===== src/rtl/core/dfpp_pkg.sv =====
// ----------------------------------------------------------------------------
// dfpp_pkg
// Shared constants for the dollar-framed packet parser: byte codes, frame
// phases and end-of-frame status codes.
// ----------------------------------------------------------------------------
package dfpp_pkg;

   localparam int BYTE_W   = 8;
   localparam int STATUS_W = 2;
   localparam int PHASE_W  = 3;

   // Framing bytes
   localparam logic [BYTE_W-1:0] SYNC_BYTE  = 8'h24;
   localparam logic [BYTE_W-1:0] CR_BYTE    = 8'h0d;
   localparam logic [BYTE_W-1:0] LF_BYTE    = 8'h0a;
   localparam logic [BYTE_W-1:0] MIN_LENGTH = 8'd7;

   // Parser phases
   localparam logic [PHASE_W-1:0] PH_HUNT1   = 3'd0;
   localparam logic [PHASE_W-1:0] PH_HUNT2   = 3'd1;
   localparam logic [PHASE_W-1:0] PH_LEN     = 3'd2;
   localparam logic [PHASE_W-1:0] PH_REQID   = 3'd3;
   localparam logic [PHASE_W-1:0] PH_PAYLOAD = 3'd4;
   localparam logic [PHASE_W-1:0] PH_CHECK   = 3'd5;
   localparam logic [PHASE_W-1:0] PH_CR      = 3'd6;
   localparam logic [PHASE_W-1:0] PH_LF      = 3'd7;

   // End-of-frame status
   localparam logic [STATUS_W-1:0] ST_OK      = 2'd0;
   localparam logic [STATUS_W-1:0] ST_CSUM    = 2'd1;
   localparam logic [STATUS_W-1:0] ST_TRAILER = 2'd2;
   localparam logic [STATUS_W-1:0] ST_SHORT   = 2'd3;

endpackage


===== src/rtl/core/dollar_framed_packet_parser_core.sv =====
// ----------------------------------------------------------------------------
// dollar_framed_packet_parser_core
// Byte-stream parser for '$$'-framed packets: sync, length, request id,
// payload, XOR checksum, CR LF. Payload bytes pass out as they arrive; one
// end response per frame carries the request id and a status.
// ----------------------------------------------------------------------------
//
//   Channel | Direction | Ports                                  | Carries
//   --------+-----------+----------------------------------------+------------------
//   req     | in        | req_valid, req_ready, req_rx_byte      | one received byte
//   rsp     | out       | rsp_valid, rsp_ready, rsp_out_byte,    | payload byte or
//           |           | rsp_frame_end, rsp_request_id,         | end-of-frame
//           |           | rsp_frame_status                       | status
//
// Throughput is one request per cycle while the response side is not stalled; a
// request's response, if any, passes the input register, then the output register.
// The frame state machine updates in the cycle a byte leaves the input register.
// Reset is synchronous, active high, and returns the parser to sync hunting.
// A stalled response holds the output register; the input register still
// takes one more request, and req_ready drops only while both are full.
// ----------------------------------------------------------------------------
module dollar_framed_packet_parser_core (
   input  logic                          clock,
   input  logic                          reset,
   input  logic                          req_valid,
   output logic                          req_ready,
   input  logic [dfpp_pkg::BYTE_W-1:0]   req_rx_byte,
   output logic                          rsp_valid,
   input  logic                          rsp_ready,
   output logic [dfpp_pkg::BYTE_W-1:0]   rsp_out_byte,
   output logic                          rsp_frame_end,
   output logic [dfpp_pkg::BYTE_W-1:0]   rsp_request_id,
   output logic [dfpp_pkg::STATUS_W-1:0] rsp_frame_status
);
   import dfpp_pkg::*;

   // input register
   logic              in_valid_ff;
   logic [BYTE_W-1:0] in_byte_ff;

   // frame state
   logic [PHASE_W-1:0] phase_ff,        phase_in;
   logic [BYTE_W-1:0]  payload_left_ff, payload_left_in;
   logic [BYTE_W-1:0]  running_xor_ff,  running_xor_in;
   logic [BYTE_W-1:0]  request_id_ff,   request_id_in;
   logic               checksum_ok_ff,  checksum_ok_in;

   // output register
   logic                rsp_valid_ff,  rsp_valid_in;
   logic [BYTE_W-1:0]   rsp_byte_ff,   rsp_byte_in;
   logic                rsp_end_ff,    rsp_end_in;
   logic [BYTE_W-1:0]   rsp_id_ff,     rsp_id_in;
   logic [STATUS_W-1:0] rsp_status_ff, rsp_status_in;

   logic out_free;
   logic step;
   logic emit;

   // handshake
   assign out_free  = !rsp_valid_ff || rsp_ready;
   assign step      = in_valid_ff && out_free;
   assign req_ready = !in_valid_ff || out_free;

   // frame state machine, one byte per step
   always_comb begin
      phase_in        = phase_ff;
      payload_left_in = payload_left_ff;
      running_xor_in  = running_xor_ff;
      request_id_in   = request_id_ff;
      checksum_ok_in  = checksum_ok_ff;
      emit            = 1'b0;
      rsp_byte_in     = '0;
      rsp_end_in      = 1'b0;
      rsp_id_in       = request_id_ff;
      rsp_status_in   = ST_OK;
      if (step) begin
         case (phase_ff)
            PH_HUNT1: begin
               if (in_byte_ff == SYNC_BYTE) phase_in = PH_HUNT2;
            end
            PH_HUNT2: begin
               phase_in = (in_byte_ff == SYNC_BYTE) ? PH_LEN : PH_HUNT1;
            end
            PH_LEN: begin
               if (in_byte_ff < MIN_LENGTH) begin
                  // short frame: no id read yet, report id zero
                  phase_in      = PH_HUNT1;
                  emit          = 1'b1;
                  rsp_end_in    = 1'b1;
                  rsp_id_in     = '0;
                  rsp_status_in = ST_SHORT;
               end else begin
                  payload_left_in = in_byte_ff - MIN_LENGTH;
                  phase_in        = PH_REQID;
               end
            end
            PH_REQID: begin
               request_id_in  = in_byte_ff;
               running_xor_in = '0;
               phase_in       = (payload_left_ff != '0) ? PH_PAYLOAD : PH_CHECK;
            end
            PH_PAYLOAD: begin
               running_xor_in  = running_xor_ff ^ in_byte_ff;
               payload_left_in = payload_left_ff - 8'd1;
               if (payload_left_ff == 8'd1) phase_in = PH_CHECK;
               emit        = 1'b1;
               rsp_byte_in = in_byte_ff;
            end
            PH_CHECK: begin
               checksum_ok_in = (in_byte_ff == running_xor_ff);
               phase_in       = PH_CR;
            end
            PH_CR: begin
               if (in_byte_ff != CR_BYTE) begin
                  phase_in      = PH_HUNT1;
                  emit          = 1'b1;
                  rsp_end_in    = 1'b1;
                  rsp_status_in = ST_TRAILER;
               end else begin
                  phase_in = PH_LF;
               end
            end
            default: begin
               // LF: trailer check wins over checksum
               phase_in   = PH_HUNT1;
               emit       = 1'b1;
               rsp_end_in = 1'b1;
               if (in_byte_ff != LF_BYTE) rsp_status_in = ST_TRAILER;
               else rsp_status_in = checksum_ok_ff ? ST_OK : ST_CSUM;
            end
         endcase
      end
   end

   // output valid follows the step when the slot is free
   assign rsp_valid_in = out_free ? emit : rsp_valid_ff;

   // control registers
   always_ff @(posedge clock) begin
      if (reset) begin
         in_valid_ff     <= 1'b0;
         rsp_valid_ff    <= 1'b0;
         phase_ff        <= PH_HUNT1;
         payload_left_ff <= '0;
         running_xor_ff  <= '0;
         request_id_ff   <= '0;
         checksum_ok_ff  <= 1'b0;
      end else begin
         if (req_ready) in_valid_ff <= req_valid;
         rsp_valid_ff    <= rsp_valid_in;
         phase_ff        <= phase_in;
         payload_left_ff <= payload_left_in;
         running_xor_ff  <= running_xor_in;
         request_id_ff   <= request_id_in;
         checksum_ok_ff  <= checksum_ok_in;
      end
   end

   // payload registers
   always_ff @(posedge clock) begin
      if (req_ready && req_valid) in_byte_ff <= req_rx_byte;
      if (out_free) begin
         rsp_byte_ff   <= rsp_byte_in;
         rsp_end_ff    <= rsp_end_in;
         rsp_id_ff     <= rsp_id_in;
         rsp_status_ff <= rsp_status_in;
      end
   end

   assign rsp_valid        = rsp_valid_ff;
   assign rsp_out_byte     = rsp_byte_ff;
   assign rsp_frame_end    = rsp_end_ff;
   assign rsp_request_id   = rsp_id_ff;
   assign rsp_frame_status = rsp_status_ff;

endmodule


===== config.mk =====
export PLATFORM = sky130hd
export DESIGN_NAME = dollar_framed_packet_parser_core
export DESIGN_NICKNAME = d
export VERILOG_FILES = /design/src/rtl/core/dfpp_pkg.sv /design/src/rtl/core/dollar_framed_packet_parser_core.sv
export SDC_FILE = /design/constraint.sdc
export NUM_CORES = 1
export LEC_CHECK = 0
export CELL_PAD_IN_SITES_DETAIL_PLACEMENT = 2
export CELL_PAD_IN_SITES_GLOBAL_PLACEMENT = 2
export CORE_ASPECT_RATIO = 0.7
export CORE_MARGIN = 3
export CORE_UTILIZATION = 42
export CTS_BUF_LIST = sky130_fd_sc_hd__clkbuf_4 sky130_fd_sc_hd__clkbuf_8
export DETAILED_ROUTE_END_ITERATION = 8
export DONT_BUFFER_PORTS = 1
export GPL_TIMING_DRIVEN = 0
export PLACE_DENSITY = 0.85
export REMOVE_ABC_BUFFERS = 1
export SYNTH_ARGS = -nofsm -noshare
export SYNTH_HDL_FRONTEND = slang
export SYNTH_SLANG_ARGS = --single-unit

===== constraint.sdc =====
create_clock -name clock -period 2.5 [get_ports clock]
set_clock_uncertainty 0.05 [all_clocks]
set_input_delay 0.5 -clock clock [delete_from_list [all_inputs] [get_ports clock]]
set_output_delay 0.5 -clock clock [all_outputs]
set_load 0.1 [all_outputs]

# Word level (Yosys, flattened, before mapping)
# Cells that the tools add are included.
[word_totals]
regBits = 57
elab_cells = 71
[classes]
n_addsub = 2
order_cmp = 1
eq_ne = 14
mux = 23
n_bitwise = 1
n_reduce_logical = 18
[ops]
columns = ["cell", "count"]
rows = [
  ["two-way mux 8 bit", 4],
  ["case mux 8 bit (2 select lines)", 2],
  ["case mux 3 bit (7 select lines)", 1],
  ["inequality test 8 x 4 -> 1 bit (second input constant)", 2],
  ["two-way mux 2 bit", 5],
  ["== test 3 bit (second input constant)", 3],
  ["two-way mux 3 bit", 3],
  ["== test 8 x 1 -> 1 bit (second input constant)", 1],
  ["== test 8 x 6 -> 1 bit (second input constant)", 1],
  ["== test 8 bit", 1],
  ["< comparator 8 x 3 -> 1 bit (second input constant)", 1],
  ["AND reduction 2 bit", 4],
  ["nonzero test 8 bit", 1],
  ["subtractor 8 x 1 -> 8 bit (second input constant)", 1],
  ["subtractor 8 x 3 -> 8 bit (second input constant)", 1],
  ["bitwise XOR 8 bit", 1],
  ["== test 3 x 2 -> 1 bit (second input constant)", 2],
  ["inequality test 2 bit (second input constant)", 3],
  ["case mux 1 bit (3 select lines)", 2],
  ["case mux 2 bit (3 select lines)", 1],
  ["AND reduction 3 bit", 2],
  ["two-way mux 1 bit", 5],
  ["OR reduction 5 bit", 1],
  ["nonzero test 2 bit", 2],
  ["6 further kinds", 9],
]

# Logic depth before layout (Yosys ltp)
# Gate-level depths: netlist (run 1).
[logic_depth]
depth_word = 4
mapped_depth = 7
depth_no_buf = 7

# Worst setup path before layout (run 1)
# No wires, ideal clock.
[synth_timing]
path_type = "reg2reg"
startpoint = "register rsp_valid_ff (netlist: rsp_valid)"
endpoint = "register running_xor_ff[2]"
arrival_time_ns = 2.475
t_required_ns = 2.359
slack_ns = -0.116
path_stages_with_launch = 8
path_buffers = 1
synth_period_minus_slack_ns = 2.616
cell_sequence = "dfxtp_1 > and2b_1 > inv_1 > and2_1 > clkbuf_1 > nand2_2 > o21ai_2 > a311oi_1"
[synth_between]
elab_chain_cells = 4
[synth_lines]
columns = ["item", "line", "text"]
rows = [
  ["from (decl)", "dollar_framed_packet_parser_core.sv:49", "logic rsp_valid_ff, rsp_valid_in;"],
  ["from (signal assigned)", "dollar_framed_packet_parser_core.sv:150", "rsp_valid_ff <= rsp_valid_in;"],
  ["logical NOT 1 bit", "dollar_framed_packet_parser_core.sv:60", "assign out_free = !rsp_valid_ff || rsp_ready;"],
  ["logical OR 1 bit", "dollar_framed_packet_parser_core.sv:60", ""],
  ["net out_free", "dollar_framed_packet_parser_core.sv:55", "logic out_free;"],
  ["logical AND 1 bit", "dollar_framed_packet_parser_core.sv:61", "assign step = in_valid_ff && out_free;"],
  ["AND reduction 2 bit (no source line)", "--", ""],
  ["to (signal assigned)", "dollar_framed_packet_parser_core.sv:153", "running_xor_ff <= running_xor_in;"],
  ["to (decl)", "dollar_framed_packet_parser_core.sv:44", "logic [BYTE_W-1:0] running_xor_ff, running_xor_in;"],
]
# The timed path passes the listed nets, and every way through them passes these cells.
# A chain may end at the register's enable or synchronous reset.

# Worst setup path after layout (run 1)
[layout_timing]
startpoint = "register rsp_valid_ff (netlist: rsp_valid)"
endpoint = "register in_byte_ff[4] (enable)"
[layout_between]
elab_chain_cells = 4
[layout_lines]
columns = ["item", "line", "text"]
rows = [
  ["logical NOT 1 bit", "dollar_framed_packet_parser_core.sv:60", ""],
  ["logical OR 1 bit", "dollar_framed_packet_parser_core.sv:60", ""],
  ["logical OR 1 bit", "dollar_framed_packet_parser_core.sv:62", "assign req_ready = !in_valid_ff || out_free;"],
  ["net req_ready", "dollar_framed_packet_parser_core.sv:26", "output logic req_ready,"],
  ["logical AND 1 bit", "dollar_framed_packet_parser_core.sv:161", "if (req_ready && req_valid) in_byte_ff <= req_rx_byte;"],
  ["to (signal assigned)", "dollar_framed_packet_parser_core.sv:161", ""],
  ["to (decl)", "dollar_framed_packet_parser_core.sv:39", "logic [BYTE_W-1:0] in_byte_ff;"],
]
# The timed path passes the listed nets, and every way through them passes these cells.

==> flow_metrics.tcl, run 1 <==
set metrics [dict create \
    ant_nets 0 \
    ctsHoldBuffers 0 \
    synth_fa_ha_area_share_pct 3.08 \
    track_usage_pct 23.9 \
    grt_pass1_wl_um 13900 \
    antenna_found_initial 0 \
    area_growth_syn_to_layout_pct 8.98 \
    first_pass_iters 4 \
    yosysWarnings 0 \
    synth_edf_count 27 \
    p_sw_mw 0.474 \
    synth_cell_type_count 54 \
    clock_path_buffers 2 \
    sw_frac_of_total_pct 23.9 \
    seqCellArea_sq_um 1420 \
    synth_top_family_by_area "simple AND/OR/NAND/NOR gates" \
    fin_crit_sh_pct 94.9 \
    pin_count 33 \
    min_path_type "in2reg" \
    cts_max_level 3 \
    multiInputGateArea_sq_um 1310 \
    final_cells 368 \
    end_kind "flip-flop" \
    syn_inst 277 \
    reg2reg_from "rsp_valid" \
    synth.top_cell.area_share_pct 28.5 \
    cts_root_buffer "clkbuf_8" \
    fillers 654 \
    peakVddDrop_uv 336 \
    nets 291 \
    r2r-end "in_byte_ff[4]" \
    synth_area_leaders "edfxtp_1 (29%), dfxtp_1 (21%), nor2_1 (4.2%), ha_1 (3.1%), xnor2_1 (3.1%)" \
    crit_required_ps 2500 \
    dieHeight_um 74.8 \
    setup_viol 0 \
    routed_wl_um 8960 \
    fin_crit_ps 2370 \
    dp_cells 349 \
    gp_congestion 0.766 \
    hold_viol 0 \
    cts.sinks 57 \
    core_area_sq_um 6400 \
    synth_area_sq_um 2840 \
    relSlewSlack_pct 37.1 \
    holdPathEnd "payload_left_ff[2]" \
    maxSlewViolCount 0 \
    fmax_mhz 421 \
    muxShareOfSynthArea_pct 2.82 \
    worstPathArrival_ps 2370 \
    p_int_mw 1.51 \
    clkPwrFrac_pct 44.5 \
    synth-simple-area-share_pct 20.2 \
    pwr_density_cell_nw_per_um2 641 \
    dr_total_vias 2169 \
    start_util_pct 44.4 \
    routed_via_density 5.89 \
    cap_violations 0 \
    rsz0062_at_grt "false" \
    numCtsBuffers 9 \
    yosysTopAreaCell "edfxtp_1" \
    async_reset_ff_share_pct 0 \
    holdWs_ps 162 \
    grt_pass1_vias 2426 \
    status "completed" \
    die_area_sq_um 7800 \
    core.rowCount 24 \
    die_w_um 104 \
    grt_start_max_net_pins 30 \
    initialDrtViolationCount 97 \
    final_common_cell "nor2_1" \
    worstMarginPinSlew_ps 946 \
    p_leak_nw 1.14 \
    io_buffers 0 \
    post-place-ws_ps -845 \
    pwr-share-seq_pct 51.3 \
    crit_type "reg2reg" \
    cts_tree "built" \
    avgSynthCellArea_sq_um 10.3 \
    clock_latency_ps 350 \
    hold_start "reset" \
    synth-xor-area-share_pct 4.62 \
    hpwl_um 5730 \
    holdPathStages 1 \
    ys_seq_area_share_pct 49.7 \
    gr-total-overflow 0 \
    diodes 0 \
    setup_slack_ps 127 \
    synth_seq_cells 57 \
    worstSetupStartpointType "flip-flop" \
    reg2reg_depth 3 \
    drive_above_1_share_pct 13.7 \
    wl_per_cell_um 24.4 \
    r2r_slack_ps 130 \
    p_comb_share_pct 4.3 \
    clk_pin_slew_ps 70 \
    synth_flop_cell "dfxtp_1" \
    drc 0 \
    crit_fanout 8 \
    synth_compound_area_share_pct 15.0 \
    mostFrequentLayoutCells "nor2_1 (32), dfxtp_1 (28), edfxtp_1 (27), a21oi_1 (15), nand2_1 (11)" \
]
## power groups by stage
stage | Clock, mW | Combinational [mW] | Sequential (mW)
final | 0.882 | 0.0846 | 1.02
after floorplan | 0 | 0.0558 | 1.02
after detailed placement | 0 | 0.0749 | 1.04
after global routing | 0.934 | 0.0925 | 1.02
after CTS | 0.894 | 0.0827 | 1.02
after global placement | 0 | 0.0708 | 1.04
## cell usage after synthesis (all sizes together), types with 5 or more instances
cell / number
and3: 7
xor2: 5
a211o: 5
clkbuf: 5
inv: 8
edfxtp: 27
nor3: 8
or3: 8
nor2: 32
dfxtp: 30
xnor2: 10
a21oi: 16
a311oi: 8
nand2: 13
mux2i: 8
nor2b: 8
ha: 7
buf: 14
o21ai: 10
## layout make-up
cell class / instances / share of cell area, %
Sequential cell: 57 / 45.7
Clock inverter: 5 / 1.78
Timing Repair inverter: 1 / 0.162
Multi-Input combinational cell: 193 / 42.4
Inverter: 8 / 1.09
Clock buffer: 11 / 4.69
Tap cell: 91 / 3.68
Timing Repair Buffer: 2 / 0.485
## timing repair
action / in CTS / in global routing
setup endpoints to repair: 56 / 11
cloned: 1 / 0
gates resized for setup: 6 / 4
buffers inserted: 2 / 0
## worst max-delay path: stages, from the launching register on
cell and delay (ps):
dfxtp_4 540, and2b_2 320, nand2_1 600, and2_1 560
## layer usage
metal  track usage (%)  wire, um  share of wire [%]
met2              39.4      4350                 49
met1              31.5      4180                 47
met4              9.29       116                1.3
met3              5.31       317                3.5
met5                 0         0                  0
## flip-flops by register name, summed over array words and instances (netlist names)
register          flops
phase_ff              3
checksum_ok_ff        1
payload_left_ff       8
running_xor_ff        8
rsp_request_id        8
in_byte_ff            8
rsp_valid             1
rsp_frame_status      2
rsp_out_byte          8
in_valid_ff           1
request_id_ff         8
rsp_frame_end         1
## stage by stage
stage,util [%],instance area (sq um),power [mW],TNS [ps]
floorplan,-,2740,1.08,-1530
global placement,44.6,2850,1.11,-17940
detailed placement,44.6,2850,1.12,-24340
CTS,48.3,3090,1.99,0
global route,48.4,3100,2.04,0
finish,48.4,3100,1.98,0
## cell families (layout without fill, tap and decap cells)
kind of cell | Yosys count | in the layout
AO/OA/AOI/OAI | 59 | 59
AND/OR/NAND/NOR | 104 | 104
flip-flops | 57 | 57
adder cells (fa/ha/maj) | 7 | 7
buffers and inverters | 27 | 27
multiplexers | 8 | 8
XOR/XNOR | 15 | 15
## worst max path at each step
| stage | startpoint | end | slack, ps | cells after the start |
|---|---|---|---|---|
| 6_report | rsp_valid | in_byte_ff[4] | 130 | 3 |
| 5_1_grt | phase_ff[2] | running_xor_ff[0] | 30 | 4 |
| 4_1_cts | phase_ff[2] | running_xor_ff[7] | 10 | 4 |
| 3_5_place_dp | rsp_valid | running_xor_ff[7] | -840 | 6 |
| 3_3_place_gp | rsp_valid | running_xor_ff[7] | -640 | 6 |
| 2_1_floorplan | rsp_valid | checksum_ok_ff | -120 | 5 |
Note: power is estimated with default switching activity, not from simulation.
==> run 2, diff against run 1 <==
--- a/config.mk
+++ b/config.mk
@@ -9,12 +9,12 @@
 export CELL_PAD_IN_SITES_GLOBAL_PLACEMENT = 2
 export CORE_ASPECT_RATIO = 0.7
 export CORE_MARGIN = 3
-export CORE_UTILIZATION = 42
+export CORE_UTILIZATION = 45
 export CTS_BUF_LIST = sky130_fd_sc_hd__clkbuf_4 sky130_fd_sc_hd__clkbuf_8
 export DETAILED_ROUTE_END_ITERATION = 8
 export DONT_BUFFER_PORTS = 1
 export GPL_TIMING_DRIVEN = 0
-export PLACE_DENSITY = 0.85
+export PLACE_DENSITY = 0.9
 export REMOVE_ABC_BUFFERS = 1
 export SYNTH_ARGS = -nofsm -noshare
 export SYNTH_HDL_FRONTEND = slang
==> constraint.sdc (replaced) <==
create_clock -name clock -period 2.8 [get_ports clock]
set_clock_uncertainty 0.05 [all_clocks]
set_input_delay 0.56 -clock clock [delete_from_list [all_inputs] [get_ports clock]]
set_output_delay 0.56 -clock clock [all_outputs]
set_load 0.1 [all_outputs]
==> flow_metrics.tcl, run 2 (synthesized netlist as in run 1, its figures left out) <==
set metrics [dict create \
    status "completed" \
    slowest_delay_ps 580 \
    diodes 0 \
    pwr-share-seq_pct 54.9 \
    antenna_found_initial 0 \
    path_buf_inv 0 \
    pwr_density_cell_nw_per_um2 548 \
    p_int_mw 1.25 \
    ant_nets 0 \
    dieHeight_um 72.5 \
    hpwl_um 6200 \
    dr_total_vias 2196 \
    worstPathArrival_ps 2610 \
    clock_latency_ps 350 \
    total_power_mw 1.66 \
    drc 0 \
    cap_violations 0 \
    crit_fanout 9 \
    cts.sinks 57 \
    clock_path_buffers 2 \
    routed_via_density 6.26 \
    peakVddDrop_uv 227 \
    end_kind "flip-flop" \
    crit_family "simple AND/OR/NAND/NOR gates" \
    p_comb_share_pct 4.2 \
    grt_pass1_wl_um 14600 \
    die_area_sq_um 7320 \
    min_path_type "in2reg" \
    p_leak_nw 1.13 \
    worstMarginPinSlew_ps 950 \
    fin_crit_ps 2590 \
    hold_viol 0 \
    rsz0062_at_grt "false" \
    wl_per_cell_um 26.3 \
    p_sw_mw 0.408 \
    core_area_sq_um 5900 \
    crit_type "reg2reg" \
    routed_wl_um 9220 \
    clkPwrFrac_pct 40.8 \
    cp_slowest_cell "edfxtp_1" \
    cp_cell_sequence "ha_1 -> a211o_1 -> nor4_4 -> and2_1 -> nor2b_1" \
    worstSetupStartpointType "flip-flop" \
    relSlewSlack_pct 36.8 \
    worst-path-stages 5 \
    numCtsBuffers 9 \
    setup_viol 0 \
    clk_pin_slew_ps 70 \
    track_usage_pct 27.2 \
    gr-total-overflow 0 \
    reg2reg_depth 5 \
    pin_count 33 \
    start_util_pct 48.2 \
    tns_ps 0 \
    cts_max_level 3 \
    gp_congestion 0.787 \
    grt_pass1_vias 2459 \
    crit_required_ps 2820 \
    core.rowCount 23 \
    drive_above_1_share_pct 11.6 \
    mostFrequentLayoutCells "nor2_1 (32), dfxtp_1 (29), edfxtp_1 (27), a21oi_1 (15), nand2_1 (11)" \
    cts_tree "built" \
    nets 290 \
    area_growth_syn_to_layout_pct 6.56 \
    first_pass_iters 4 \
    sw_frac_of_total_pct 24.6 \
    final_common_cell "nor2_1" \
    maxSlewViolCount 0 \
    fillers 604 \
    die_w_um 101 \
    initialDrtViolationCount 156 \
    fin_crit_sh_pct 92.5 \
    fmax_mhz 386 \
    cts_root_buffer "clkbuf_8" \
    io_buffers 0 \
    holdPathStages 1 \
    grt_start_max_net_pins 30 \
]
==> run 2: repair_timing <==
item	4_1_cts	5_1_grt
hold buffers	0	0
endpoints found under the setup margin	43	9
resized for setup	4	2
gates cloned	1	0
pin swaps	0	0
setup buffers	0	1
==> run 2: per-layer routing <==
metal,wire length [um],global-route usage [%]
met5,0,0
met4,256,10.9
met3,302,7.01
met2,4620,45.5
met1,4040,33.8
==> run 2: per-stage QoR <==
step           worst slack, ps  hold slack [ps]  util (%)  cells  instance area (sq um)
2_1_floorplan              179              393         -    258                   2740
3_3_place_gp              -333              408      48.0    333                   2830
3_5_place_dp              -550              434      48.0    333                   2830
4_1_cts                   88.0              208      51.2    350                   3020
5_1_grt                   57.5              199      51.3    351                   3030
6_report                   211              221      51.3    351                   3030
==> run 2: power by group through the flow <==
stage / Clock [mW] / Combinational, mW / Sequential (mW)
floorplan: 0 / 0.0498 / 0.914
global placement: 0 / 0.0622 / 0.927
detailed placement: 0 / 0.0679 / 0.928
CTS: 0.685 / 0.0691 / 0.910
global route: 0.734 / 0.0759 / 0.912
finish: 0.677 / 0.0703 / 0.911
==> run 2: layout make-up <==
cell class | instances | area [sq um] | share of cell area (%)
multi-input combinational | 193 | 1310 | 43.1
inverter | 8 | 33.8 | 1.12
timing repair buffer | 1 | 7.51 | 0.248
timing repair inverter | 1 | 5.00 | 0.165
clock inverter | 4 | 21.3 | 0.702
clock buffer | 12 | 146 | 4.83
sequential | 57 | 1420 | 46.7
tap | 75 | 93.8 | 3.10
==> run 2: final timing paths <==
check / startpoint / end / slack (ps)
setup reg to reg: in_byte_ff[0] / rsp_request_id[1] / 210
hold / removal: reset / payload_left_ff[1] / 220
hold reg to reg: request_id_ff[7] / request_id_ff[7] / 450
setup / recovery: in_byte_ff[0] / rsp_request_id[1] / 210
==> run 3, diff against run 2 <==
--- a/config.mk
+++ b/config.mk
@@ -15,6 +15,7 @@
 export DONT_BUFFER_PORTS = 1
 export GPL_TIMING_DRIVEN = 0
 export PLACE_DENSITY = 0.9
+export RECOVER_POWER = 50
 export REMOVE_ABC_BUFFERS = 1
 export SYNTH_ARGS = -nofsm -noshare
 export SYNTH_HDL_FRONTEND = slang
==> flow_metrics.tcl, run 3 (synthesized netlist as in run 1, its figures left out) <==
set metrics [dict create \
    status "completed" \
    grt_start_max_net_pins 30 \
    slowest_delay_ps 530 \
    p_leak_nw 1.13 \
    antenna_found_initial 0 \
    fin_crit_ps 2630 \
    mostFrequentLayoutCells "nor2_1 (32), dfxtp_1 (29), edfxtp_1 (27), a21oi_1 (15), nand2_1 (11)" \
    initialDrtViolationCount 159 \
    gr-total-overflow 0 \
    grt_pass1_vias 2459 \
    fmax_mhz 380 \
    hold_viol 0 \
    cts_max_level 3 \
    ctsHoldBuffers 0 \
    worstSetupStartpointType "flip-flop" \
    first_pass_iters 4 \
    total_power_mw 1.66 \
    worstPathArrival_ps 2810 \
    die_area_sq_um 7320 \
    clock_latency_ps 350 \
    routed_wl_um 9200 \
    p_int_mw 1.25 \
    postPlaceCellArea_sq_um 2830 \
    fillers 605 \
    cts_root_buffer "clkbuf_8" \
    drive_above_1_share_pct 11.6 \
    cap_violations 0 \
    drc 0 \
    cts.sinks 57 \
    worstMarginPinSlew_ps 944 \
    die_w_um 101 \
    dr_total_vias 2221 \
    clock_path_buffers 2 \
    cts_tree "built" \
    p_sw_mw 0.410 \
    fin_crit_sh_pct 93.9 \
    post-place-ws_ps -550 \
    ant_nets 0 \
    crit_fanout 10 \
    nets 290 \
    p_comb_share_pct 4.2 \
    gp_congestion 0.787 \
    rsz0062_at_grt "false" \
    clk_pin_slew_ps 70 \
    end_kind "flip-flop" \
    grt_pass1_wl_um 14600 \
    core_area_sq_um 5900 \
    pwr_density_cell_nw_per_um2 549 \
    min_path_type "in2reg" \
    track_usage_pct 27.2 \
    crit_family "simple AND/OR/NAND/NOR gates" \
    maxSlewViolCount 0 \
    cp_cell_sequence "and2b_1 -> clkinvlp_2 -> and2_0 -> nand2_4 -> o21ai_2 -> a311oi_1" \
    core.rowCount 23 \
    wl_per_cell_um 26.2 \
    cp_slowest_cell "dfxtp_4" \
    start_util_pct 48.2 \
    seqCellArea_sq_um 1420 \
    crit_type "reg2reg" \
    peakVddDrop_uv 231 \
    pin_count 33 \
    clkPwrFrac_pct 40.9 \
    sw_frac_of_total_pct 24.7 \
    crit_required_ps 2990 \
    setup_viol 0 \
    pwr-share-seq_pct 54.9 \
    area_growth_syn_to_layout_pct 6.47 \
    path_buf_inv 1 \
    diodes 0 \
    numCtsBuffers 9 \
    multiInputGateArea_sq_um 1310 \
    routed_via_density 6.33 \
    dieHeight_um 72.5 \
    setup_slack_ps 171 \
    relSlewSlack_pct 36.5 \
    hpwl_um 6200 \
    design_area_sq_um 3030 \
    final_common_cell "nor2_1" \
    io_buffers 0 \
]
-- run 3: cell counts in the layout (fill, tap and decap cells not counted) --
Identical to the previous run, type by type.
-- run 3: what timing repair did --
action,CTS,global route
buffers inserted,0,1
gates cloned,1,0
gates resized for setup,4,2
setup endpoints to repair,43,9
-- run 3: area by class of cell --
cell class | instances | share of cell area (%)
Clock buffer | 12 | 4.84
Clock inverter | 4 | 0.703
Inverter | 8 | 1.03
Multi-Input combinational cell | 193 | 43.1
Sequential cell | 57 | 46.8
Tap cell | 75 | 3.10
Timing Repair Buffer | 1 | 0.248
Timing Repair inverter | 1 | 0.165
-- run 3: through the flow --
stage	hold WS, ps	TNS, ps	cells	util [%]
floorplan	393	0	258	-
detailed placement	434	-10160	333	48.0
global placement	408	-3390	333	48.0
finish	218	0	351	51.3
global route	199	0	351	51.3
CTS	208	0	350	51.2
-- run 3: worst register-to-register path, stage by stage (launching register included) --
cell	delay, ps
dfxtp_4	530
and2b_1	340
clkinvlp_2	250
and2_0	440
nand2_4	310
o21ai_2	200
a311oi_1	390
-- run 3: routing by layer --
metal	up-vias	share of wire [%]	global-route usage [%]
li1	999	-	-
met1	1139	43	33.8
met2	65	51	45.5
met3	18	4.4	7.01
met4	0	2.1	10.9
met5	-	0	0
-- run 3: power by group through the flow --
stage	registers [mW]	clock network (mW)	logic [mW]
after floorplan	0.914	0	0.0498
after global placement	0.927	0	0.0622
after detailed placement	0.928	0	0.0679
after CTS	0.910	0.685	0.0691
after global routing	0.912	0.734	0.0759
final	0.910	0.679	0.0701
-- run 3: worst paths after layout --
kind / startpoint / endpoint / slack (ps) / depth (start not counted)
setup reg to reg: rsp_valid / running_xor_ff[3] / 170 / 6
setup / recovery: rsp_valid / running_xor_ff[3] / 170 / 6
hold reg to reg: request_id_ff[7] / request_id_ff[7] / 450 / 2
hold / removal: reset / payload_left_ff[1] / 220 / 1
